`src/design/lifetime_best_fit_arena_planner_assert.svh`:
```
// Assertion macros for the arena planner
`ifndef LIFETIME_BEST_FIT_ARENA_PLANNER_ASSERT_SVH
`define LIFETIME_BEST_FIT_ARENA_PLANNER_ASSERT_SVH

// a implies b on the same edge
`define LBF_ASSERT_IMP(label, clk, rst_n, a, b) \
    label: assert property (@(posedge clk) disable iff (!rst_n) (a) |-> (b)) \
        else $error("assertion failed");

// a implies b on the next edge
`define LBF_ASSERT_NEXT(label, clk, rst_n, a, b) \
    label: assert property (@(posedge clk) disable iff (!rst_n) (a) |=> (b)) \
        else $error("assertion failed");

`endif

```
`src/design/lbfap_pkg.sv`:
```
`default_nettype none
package lbfap_pkg;
    localparam int FREE_ENTRIES   = 64;
    localparam int ACTIVE_ENTRIES = 64;
    localparam int ADDR_BITS      = 32;
    localparam int STEP_BITS      = 16;
    localparam int ALIGN_BYTES    = 64;
    localparam int FW = $clog2(FREE_ENTRIES);
    localparam int AW = $clog2(ACTIVE_ENTRIES);
    localparam int ALIGN_W = (ALIGN_BYTES > 1) ? $clog2(ALIGN_BYTES) : 1;

    typedef logic [ADDR_BITS-1:0] t_addr;
    typedef logic [STEP_BITS-1:0] t_step;

    typedef enum logic [2:0] {
        ST_OK        = 3'd0,
        ST_OVERFLOW  = 3'd1,
        ST_BAD_SIZE  = 3'd2,
        ST_FREE_FULL = 3'd3,
        ST_LIVE_FULL = 3'd4,
        ST_ORDER     = 3'd5
    } t_status;

    // controller -> datapath
    typedef struct packed {
        logic       clear;      // clear tables (valid bits, mark, previous begin)
        logic       load;       // capture request
        logic       set_prev;   // previous_begin <= begin
        logic       live_rd;    // read active entry at live index
        logic       scan_clr;   // reset free-scan accumulators
        logic       free_rd;    // read free entry at free index
        logic       give_apply; // apply give-back result, retire active entry
        logic       fit_apply;  // apply best-fit / growth, write active entry
        logic [AW-1:0] live_idx;
        logic [FW-1:0] free_idx;
    } t_cmd;

    // datapath -> controller
    typedef struct packed {
        logic order_bad;
        logic size_bad;
        logic live_retire;  // read active entry is used and expired
        logic give_ok;      // give-back can be applied
        logic slot_found;   // some active entry free after retirement
        logic fit_ok;       // placement would not overflow
    } t_stat;
endpackage
`default_nettype wire

```
`src/design/lbfap_ctrl.sv`:
```
`default_nettype none
module lbfap_ctrl (
    input  wire                 i_clk,
    input  wire                 i_rst_n,
    input  wire                 i_start,
    input  wire                 i_first,
    output logic                o_busy,
    output logic                o_done,
    output lbfap_pkg::t_status  o_status,
    output lbfap_pkg::t_cmd     o_cmd,
    input  lbfap_pkg::t_stat    i_stat
);
    import lbfap_pkg::*;

    typedef enum logic [2:0] {
        S_IDLE, S_CHECK, S_LREAD, S_LTEST, S_FSCAN, S_FWAIT, S_GIVE, S_FIT
    } t_state;

    t_state r_state;
    logic [AW-1:0] r_li;
    logic [FW-1:0] r_fi;
    logic r_mode;   // 0 give-back scan, 1 fit scan
    logic r_first;

    always_comb begin
        o_cmd = '0;
        o_cmd.live_idx = r_li;
        o_cmd.free_idx = r_fi;
        o_cmd.clear    = (r_state == S_CHECK) && r_first;
        o_cmd.live_rd  = (r_state == S_LREAD);
        o_cmd.free_rd  = (r_state == S_FSCAN);
        o_cmd.give_apply = (r_state == S_GIVE) && i_stat.give_ok;
        o_cmd.fit_apply  = (r_state == S_FIT) && i_stat.slot_found && i_stat.fit_ok;
        o_cmd.load     = i_start && !o_busy;
        o_cmd.set_prev = (r_state == S_CHECK) && !i_stat.order_bad && !i_stat.size_bad;
        o_cmd.scan_clr = (r_state == S_LTEST) || (r_state == S_GIVE);
    end

    assign o_busy = (r_state != S_IDLE);

    always_ff @(posedge i_clk) begin
        if (!i_rst_n) begin
            r_state  <= S_IDLE;
            r_li     <= '0;
            r_fi     <= '0;
            r_mode   <= 1'b0;
            r_first  <= 1'b0;
            o_done   <= 1'b0;
            o_status <= ST_OK;
        end else begin
            o_done <= 1'b0;
            unique case (r_state)
                S_IDLE: begin
                    if (i_start) begin
                        r_first <= i_first;
                        r_state <= S_CHECK;
                    end
                end
                S_CHECK: begin
                    // clear takes effect this edge; checks see post-clear state
                    if (i_stat.order_bad) begin
                        o_status <= ST_ORDER;
                        o_done   <= 1'b1;
                        r_state  <= S_IDLE;
                    end else if (i_stat.size_bad) begin
                        o_status <= ST_BAD_SIZE;
                        o_done   <= 1'b1;
                        r_state  <= S_IDLE;
                    end else begin
                        r_li    <= '0;
                        r_state <= S_LREAD;
                    end
                end
                S_LREAD: r_state <= S_LTEST;
                S_LTEST: begin
                    r_fi <= '0;
                    if (i_stat.live_retire) begin
                        r_mode  <= 1'b0;
                        r_state <= S_FSCAN;
                    end else if (r_li == AW'(ACTIVE_ENTRIES - 1)) begin
                        r_mode  <= 1'b1;
                        r_state <= S_FSCAN;
                    end else begin
                        r_li    <= r_li + 1'b1;
                        r_state <= S_LREAD;
                    end
                end
                S_FSCAN: begin
                    if (r_fi == FW'(FREE_ENTRIES - 1)) begin
                        r_state <= S_FWAIT;
                    end
                    r_fi <= r_fi + 1'b1;
                end
                S_FWAIT: r_state <= r_mode ? S_FIT : S_GIVE;
                S_GIVE: begin
                    r_fi <= '0;
                    if (!i_stat.give_ok) begin
                        o_status <= ST_FREE_FULL;
                        o_done   <= 1'b1;
                        r_state  <= S_IDLE;
                    end else if (r_li == AW'(ACTIVE_ENTRIES - 1)) begin
                        r_mode  <= 1'b1;
                        r_state <= S_FSCAN;
                    end else begin
                        r_li    <= r_li + 1'b1;
                        r_state <= S_LREAD;
                    end
                end
                S_FIT: begin
                    if (!i_stat.slot_found) o_status <= ST_LIVE_FULL;
                    else if (!i_stat.fit_ok) o_status <= ST_OVERFLOW;
                    else o_status <= ST_OK;
                    o_done  <= 1'b1;
                    r_state <= S_IDLE;
                end
                default: r_state <= S_IDLE;
            endcase
        end
    end

    `include "lifetime_best_fit_arena_planner_assert.svh"
    `LBF_ASSERT_NEXT(a_start_busy, i_clk, i_rst_n, i_start && !o_busy, o_busy)
    `LBF_ASSERT_IMP(a_done_idle, i_clk, i_rst_n, o_done, !o_busy)
    `LBF_ASSERT_IMP(a_one_apply, i_clk, i_rst_n, 1'b1, !(o_cmd.give_apply && o_cmd.fit_apply))
endmodule
`default_nettype wire

```
`config.mk`:
```
export PLATFORM = sky130hd
export DESIGN_NAME = lbfap_ctrl
export DESIGN_NICKNAME = d
export VERILOG_FILES = /design/src/design/lbfap_pkg.sv /design/src/design/lbfap_ctrl.sv
export VERILOG_INCLUDE_DIRS = /design/src /design/src/design
export SDC_FILE = /design/constraint.sdc
export NUM_CORES = 1
export LEC_CHECK = 0
export BUFFER_PORTS_ARGS = -buffer_cell sky130_fd_sc_hd__clkbuf_2
export CORE_ASPECT_RATIO = 0.9
export CORE_MARGIN = 2
export CORE_UTILIZATION = 53
export DETAILED_ROUTE_END_ITERATION = 10
export PLACE_DENSITY = 0.85
export SLEW_MARGIN = 10
export SYNTH_ARGS = -nofsm -noshare
export SYNTH_HDL_FRONTEND = slang
export SYNTH_SLANG_ARGS = --single-unit
```
`constraint.sdc`:
```
create_clock -name i_clk -period 2.3 [get_ports i_clk]
set_input_delay 0.23 -clock i_clk [delete_from_list [all_inputs] [get_ports i_clk]]
set_output_delay 0.23 -clock i_clk [all_outputs]
set_load 0.05 [all_outputs]
```
Yosys cells after proc, flatten, opt, wreduce, memory -nomap -nowiden
Cells that the tools add are included.
{ "word_totals": {"ff_bits": 21, "output_inout_bits": 25, "elab_cells": 79} }
{ "op_classes": {"addsub": 2, "n_eq_ne": 17, "mux": 30, "n_reduce_logical": 23} }
{ "ops": {"columns": ["operator", "count"], "rows": [
  ["6-bit 2-to-1 mux", 5],
  ["3-bit 2-to-1 mux", 9],
  ["3-bit case mux with 8 select lines", 1],
  ["6-bit case mux with 3 select lines", 1],
  ["6-bit by 1-bit adder with 6-bit output, second input constant", 2],
  ["3-bit == test, second input constant", 4],
  ["6-bit == test, second input constant", 2],
  ["2-bit inequality test, second input constant", 6],
  ["6-bit case mux with 2 select lines", 1],
  ["3-bit case mux with 3 select lines", 1],
  ["3-bit nonzero test", 3],
  ["1-bit 2-to-1 mux", 8],
  ["1-bit logical AND", 7],
  ["3-bit by 2-bit == test with 1-bit output, second input constant", 2],
  ["2-bit AND reduction", 3],
  ["5-bit AND reduction", 1],
  ["2-bit 2-to-1 mux", 2],
  ["2-bit nonzero test", 2],
  ["3-bit by 1-bit == test with 1-bit output, second input constant", 1],
  ["1-bit logical NOT", 3],
  ["3-bit logical NOT", 1],
  ["3-bit inequality test, second input constant", 1],
  ["1-bit case mux with 3 select lines", 1],
  ["3-bit AND reduction", 1],
  ["4 further kinds", 4]
]} }

Longest topological paths before layout
Gate-level depths: netlist of run 1.
{ "depth": {"word_depth": 4, "mapped_depth": 7} }

Worst setup path after synthesis of run 1
Ideal clock, no wire load.
{ "synth_path": {"kind": "flip-flop to flip-flop", "startpoint": "register r_state[1]", "endpoint": "register r_state[1]", "setup_ps": 76, "arrival_time_ps": 2220, "slack_ps": 4, "path_stages_with_launch": 6, "n_path_buf": 2, "synth_period_minus_slack_ps": 2296, "cell_sequence": "dfxtp_1 -> buf_6 -> clkbuf_1 -> nor3b_1 -> nor3_1 -> a21boi_0"} }
{ "synth_rtl": {"columns": ["item", "line", "rtl"], "rows": [
  ["start: declaration", "lbfap_ctrl.sv:19", "t_state r_state;"],
  ["start signal: assignment", "lbfap_ctrl.sv:94", "S_FWAIT: r_state <= r_mode ? S_FIT : S_GIVE;"]
]} }

==> results of run 1 <==
==> state kept, by name, summed over array words and instances (netlist names) <==
name	cells
r_fi	6
r_li	6
o_status	3
r_state	3
o_done	1
r_first	1
r_mode	1
==> final timing paths <==
| kind | cells after the start | slack [ns] | end |
|---|---|---|---|
| worst min register to register | 2 | 0.50 | r_li[4] |
| worst min-delay path | 2 | 0.15 | o_status[0] |
| worst max-delay path | 3 | 0.12 | o_cmd[14] |
| worst max register to register | 5 | 0.38 | r_fi[4] |
==> synthesized netlist by cell type (all sizes together) (4+ instances only) <==
cell / number
a21oi: 7
mux2i: 7
nor2: 9
and2: 7
nand2: 18
o21ai: 11
buf: 4
a21boi: 6
nor3: 4
clkbuf: 4
nand2b: 6
nand3: 8
inv: 7
dfxtp: 21
==> power groups by stage <==
stage,clock (W),combinational [W],sequential (W)
final,0.000181,0.000128,0.000388
after global routing,0.000202,0.000138,0.000391
after CTS,0.000188,0.000129,0.000388
after detailed placement,0,0.000129,0.000396
after global placement,0,0.000125,0.000395
after floorplan,0,0.0000777,0.000414
==> layout make-up <==
cell class | count | area share, %
sequential | 21 | 29.1
clock buffer | 3 | 1.56
multi-input combinational | 120 | 52.6
clock inverter | 1 | 0.346
inverter | 7 | 1.82
timing repair buffer | 35 | 12.3
tap | 27 | 2.34
==> cells by family (layout without fill, tap and decap cells) <==
group / Yosys count / after routing / synth area share (%)
mux: 7 / 7 / 5.59
compound gates: 39 / 39 / 21.8
buf+inv: 15 / 46 / 5.79
flops: 21 / 21 / 33.6
xor+xnor: 1 / 1 / 0.699
simple gates: 71 / 71 / 30.6
fa+ha+maj: 2 / 2 / 2.00
==> through the flow <==
| step | util (%) | instance area, µm² | hold slack [ns] | setup WS, ns |
|---|---|---|---|---|
| after global routing | 65.6 | 1450 | 0.151 | 0.0101 |
| final | 65.6 | 1450 | 0.148 | 0.123 |
| after CTS | 65.6 | 1450 | 0.141 | 0.123 |
| after detailed placement | 64.4 | 1420 | 0.473 | 0.426 |
| after global placement | 64.4 | 1420 | 0.468 | 0.570 |
| after floorplan | - | 1250 | 0.344 | 0.00399 |
==> layer usage <==
metal	track usage, %	vias to the layer above	wire (µm)
li1	-	614	-
met1	22.4	572	1210
met2	38.5	31	1380
met3	5.77	2	119
met4	6.10	0	13
met5	0	-	0
==> results.txt, run 1 <==
----------------------------------------------------
[Critical path]
  Worst Path Arrival ... 1.95 ns
  Startpoint of the worst register-to-register path ... r_state[2]
  Biggest fanout along the worst timing path ... 18
  Classification of the worst setup path ... register to primary output
  Gate family responsible for the most delay along the worst path ... flip-flops
  Buf+Inv Stages, Crit Path ... 2
  Master of the slowest instance on the critical path ... sky130_fd_sc_hd__dfxtp_1
  Cell breakdown of the critical path ... or3b_1 -> inv_2 -> clkbuf_2
  Worst setup SP type ... register
  Largest stage delay, worst path ... 0.66 ns
  Beginning of the critical path ... r_state[2]
  Capturing element type of the critical path ... primary output
  Required time at the worst-slack endpoint ... 2.07 ns

[Timing]
  Setup skew after layout ... 0.00267 ns
  RSZ-0062 raised after global routing ... false
  Slew at the pin with the worst max-slew slack ... 0.541 ns
  Shortest clock period the worst path allows after layout ... 2.18 ns
  Max Slew Vio Count ... 0
  Period Utilization, post-route ... 94.7%
  Number of hold violations in the final report ... 0
  Slew headroom ... 63.9%
  Setup TNS after final layout ... 0 ns
  Maximum achievable frequency ... 459 MHz
  Setup violators final ... 0

[Yosys]
  Cell area after technology mapping ... 1250 µm²
  Synthesized netlist net count ... 168
  Synthesis-stage register bit count ... 21
  Cell count after synthesis ... 156
  Number of synthesized flops with an enable pin ... 0
  Async set-reset flop share out of synthesis ... 0%
  Syn_area_per_cell ... 8.03 µm²
  Biggest area contributors in the synthesized netlist ... sky130_fd_sc_hd__dfxtp_1, sky130_fd_sc_hd__mux2i_1, sky130_fd_sc_hd__nand2_1, sky130_fd_sc_hd__o21ai_0, sky130_fd_sc_hd__and2_1
  Post-synthesis sequential area ratio ... 33.6%
  Distinct cells, synth ... 44
  Yosys warnings ... 0
  Top-area cell type share of the netlist area ... 33.6%
  Cell accounting for the most synthesized area ... sky130_fd_sc_hd__dfxtp_1
  Top FF cell, synth ... sky130_fd_sc_hd__dfxtp_1

[Cells and area]
  Most common cell after layout, fill and taps aside ... sky130_fd_sc_hd__clkbuf_2
  Ratio of cells with drive above 1 in the final layout ... 23.5%
  Number of filler cells placed in the layout ... 207
  Sequential cell area ... 420 µm²
  Area grow syn2layout ... 15.4%
  Final net count ... 200
  Multi-input gate area ... 759 µm²
  Top library cells by usage in the layout, fill and taps aside ... sky130_fd_sc_hd__clkbuf_2, sky130_fd_sc_hd__dfxtp_1, sky130_fd_sc_hd__nand2_1
  Ant. Diodes ... 0
  Post-layout instance count excluding filler cells ... 214

[Clock tree]
  Clock Root Buffer ... sky130_fd_sc_hd__clkbuf_4
  Clock transition time at the flip-flop clock pins of the worst setup and hold paths ... 0.12 ns
  Worst-Skew Late Latency ... 0.31 ns
  Clock tree from TritonCTS ... yes
  CTS-repair resized insts ... 0
  Clock buffers created by TritonCTS ... 3
  Depth of the CTS H-tree ... 1
  Deepest clock path buffer count ... 2
  Clk sink count ... 21
  Hold buffers post-CTS ... 0
  Number of buffers added for setup after CTS ... 0

[Power and ir drop]
  Sequential share of power ... 55.7%
  Power density over cell area ... 482 nW/µm²
  Clock Power Share ... 25.9%
  Cell-internal power ... 0.000481 W
  Worst IR Drop VDD ... 0.433 mV
  Switching Power ... 0.000216 W
  Leakage power figure ... 0.636 nW
  Combinational Power Share ... 18.4%
  Pwr Total ... 0.000697 W
  Net switching fraction of the power ... 31.0%

[Drt]
  Via count normalized by instance count ... 5.70
  Count of unresolved DRC violations after routing ... 0
  Drt total wl ... 2.73 mm
  Routed vias ... 1219
  Antenna viol nets, final ... 0
  Number of violations reported at the end of detailed-routing iteration 0 ... 40
  Average wire per standard cell ... 12.8 µm
  Pre-antenna DRT Iters ... 4

[Floorplan]
  Die Footprint ... 2770 µm²
  Die boundary height ... 50.1 µm
  Floorplan Core Area ... 2200 µm²
  Starting utilization of the core area ... 56.9%
  Chip Width ... 55.2 µm
  Row count ... 16
  I/O pins ... 35

[Place]
  Quantity of I/O buffers inserted on ports ... 34
  Global placer's final weighted congestion ... 0.860
  Sum of net half-perimeters after detailed placement ... 2.07 mm
  Placed cells ... 210

[GRT]
  Maximum number of pins on one net before global-route repair ... 20
  Via count of the first global-routing pass ... 1089
  Number of antenna violations at the first check in global routing ... 0
  Global router's overall resource usage ... 20.6%
  Global-route wire length before repair ... 4.57 mm
  Gr ovfl total ... 0

[Min path]
  Start point of the worst min-delay path ... i_stat[4]
  Min-Delay Path Class ... primary input to register

[Outcome]
  Result of the run ... complete, no violations

[Job]
  Max capacitance violation total ... 0

----------------------------------------------------
No activity file was read; power rests on OpenSTA's default activity.
==> run 2: changes to the inputs <==
--- a/config.mk
+++ b/config.mk
@@ -12,6 +12,7 @@
 export CORE_UTILIZATION = 53
 export DETAILED_ROUTE_END_ITERATION = 10
 export PLACE_DENSITY = 0.85
+export RECOVER_POWER = 25
 export SLEW_MARGIN = 10
 export SYNTH_ARGS = -nofsm -noshare
 export SYNTH_HDL_FRONTEND = slang
==> run 2 against run 1 <==
Net effect:
- core utilization fell by 0.62 points
- flip-flop and latch count did not move
- combinational power barely moved
==> results.txt, run 2 (synthesized netlist as in run 1, its figures left out) <==
----------------------------------------------------
[Timing]
  RSZ-0062 raised after global routing ... false
  Setup violators final ... 0 (unchanged)
  Number of hold violations in the final report ... 0 (unchanged)
  Setup TNS after final layout ... 0 ns (unchanged)
  Worst hold slack ... 0.148 ns (-0.000753 ns)
  Max Slew Vio Count ... 0 (unchanged)
  Shortest clock period the worst path allows after layout ... 2.18 ns (+0.00251 ns)
  Final setup margin ... 0.120 ns (-0.00251 ns)
  Slew at the pin with the worst max-slew slack ... 0.605 ns (+0.0639 ns)
  Slew headroom ... 59.9% (-4.0 points)
  Maximum achievable frequency ... 459 MHz (-0.11%)
  Period Utilization, post-route ... 94.8% (+0.11 points)
  Setup skew after layout ... 0.00194 ns (-0.000729 ns)

[Min path]
  Start point of the worst min-delay path ... i_stat[4]
  Min-Delay Path Class ... primary input to register
  Cells on Worst Hold Path ... 2 (unchanged)
  Worst Hold Path EP ... o_status[0]

[Clock tree]
  Deepest clock path buffer count ... 2 (unchanged)
  Worst-Skew Late Latency ... 0.31 ns (about the same)
  Hold buffers post-CTS ... 0 (unchanged)
  CTS-repair resized insts ... 0 (unchanged)
  Clock buffers created by TritonCTS ... 3 (unchanged)
  Clock Root Buffer ... sky130_fd_sc_hd__clkbuf_4
  Clk sink count ... 21 (unchanged)
  Clock transition time at the flip-flop clock pins of the worst setup and hold paths ... 0.12 ns (about the same)
  Depth of the CTS H-tree ... 1 (unchanged)
  Clock tree from TritonCTS ... yes
  Number of buffers added for setup after CTS ... 0 (unchanged)

[Critical path]
  Worst Path Arrival ... 1.95 ns (about the same)
  Biggest fanout along the worst timing path ... 18 (unchanged)
  Classification of the worst setup path ... register to primary output
  Length in cells of the worst reg-to-reg path ... 5 (unchanged)
  Capture point of the worst reg-to-reg path ... r_fi[4]
  Minimum setup slack among reg-to-reg paths ... 0.39 ns (about the same)
  Capturing element type of the critical path ... primary output
  Required time at the worst-slack endpoint ... 2.07 ns (about the same)
  Worst setup SP type ... register
  Startpoint of the worst register-to-register path ... r_state[2]

[Drt]
  Count of unresolved DRC violations after routing ... 0 (unchanged)
  Drt total wl ... 2.73 mm (+0.15%)
  Antenna viol nets, final ... 0 (unchanged)
  Routed vias ... 1220 (+0.082%)
  Via count normalized by instance count ... 5.70 (about the same)
  Number of violations reported at the end of detailed-routing iteration 0 ... 40 (unchanged)
  Average wire per standard cell ... 12.8 µm (+0.15%)
  Pre-antenna DRT Iters ... 4 (unchanged)

[Cells and area]
  Most common cell after layout, fill and taps aside ... sky130_fd_sc_hd__clkbuf_2
  Registers with the most flip-flops ... r_fi x6, r_li x6
  Ant. Diodes ... 0 (unchanged)
  Top library cells by usage in the layout, fill and taps aside ... sky130_fd_sc_hd__clkbuf_2, sky130_fd_sc_hd__dfxtp_1, sky130_fd_sc_hd__nand2_1
  Final net count ... 200 (unchanged)
  Area grow syn2layout ... 14.3%
  Share of the core filled with cells in the final layout ... 65.0% (-0.62 points)
  Ratio of cells with drive above 1 in the final layout ... 17.6% (-5.9 points)

[Floorplan]
  Floorplan Core Area ... 2200 µm² (unchanged)
  Die boundary height ... 50.1 µm (unchanged)
  Row count ... 16 (unchanged)
  Chip Width ... 55.2 µm (unchanged)
  I/O pins ... 35 (unchanged)
  Starting utilization of the core area ... 56.9% (unchanged)
  Die Footprint ... 2770 µm² (unchanged)

[GRT]
  Global-route wire length before repair ... 4.57 mm (unchanged)
  Via count of the first global-routing pass ... 1089 (unchanged)
  Global router's overall resource usage ... 20.6% (unchanged)
  Maximum number of pins on one net before global-route repair ... 20 (unchanged)
  Gr ovfl total ... 0 (unchanged)
  Number of antenna violations at the first check in global routing ... 0 (unchanged)

[Power and ir drop]
  Leakage power figure ... 0.599 nW (-5.9%)
  Power density over cell area ... 486 nW/µm² (+0.84%)
  Worst IR Drop VDD ... 0.433 mV (about the same)

[Place]
  Global placer's final weighted congestion ... 0.860 (unchanged)
  Pre-CTS WS ... 0.426 ns (unchanged)
  Quantity of I/O buffers inserted on ports ... 34 (unchanged)
  Sum of net half-perimeters after detailed placement ... 2.07 mm (unchanged)

[Job]
  Max capacitance violation total ... 0 (unchanged)

[Outcome]
  Result of the run ... complete, no violations

----------------------------------------------------
-- run 2: through the flow --
step	cells	instance area (µm²)	power, W
floorplan	156	1250	0.000492
global placement	210	1420	0.000521
detailed placement	210	1420	0.000526
CTS	214	1450	0.000706
global route	214	1430	0.000730
finish	214	1430	0.000696
-- run 2: how the worst max path moves through the flow --
stage	startpoint	endpoint	cells past startpoint
6_report	r_state[2]	o_cmd[14]	3
3_5_place_dp	r_state[2]	r_fi[4]	5
5_1_grt	r_state[0]	o_cmd[17]	3
2_1_floorplan	r_state[1]	r_state[1]	5
3_3_place_gp	r_state[2]	o_cmd[14]	3
4_1_cts	r_state[2]	o_cmd[14]	3
-- run 2: final cells by class --
cell class	count	area, µm²
timing repair buffer	35	164
sequential	21	420
inverter	7	26.3
multi-input combinational	120	759
tap	27	33.8
fill	208	771
clock inverter	1	5.00
clock buffer	3	22.5
-- run 2: power by group --
group / total [W] / internal, W / switching (W) / leakage [nW]
clock: 0.000181 / 0.0000650 / 0.000116 / 0.0177
sequential: 0.000388 / 0.000374 / 0.0000140 / 0.170
combinational: 0.000127 / 0.0000403 / 0.0000868 / 0.411
-- run 2: critical path, cell delays in order (launching register included) --
cell,delay [ns]
sky130_fd_sc_hd__dfxtp_1,0.66
sky130_fd_sc_hd__or3b_1,0.53
sky130_fd_sc_hd__inv_2,0.16
sky130_fd_sc_hd__clkbuf_2,0.29
-- run 2: metal layers --
metal	GRT usage [%]	vias up	wire length [µm]
li1	-	617	-
met2	38.5	40	1380
met5	0	-	0
met3	5.77	2	160
met4	6.10	0	13
met1	22.4	561	1180
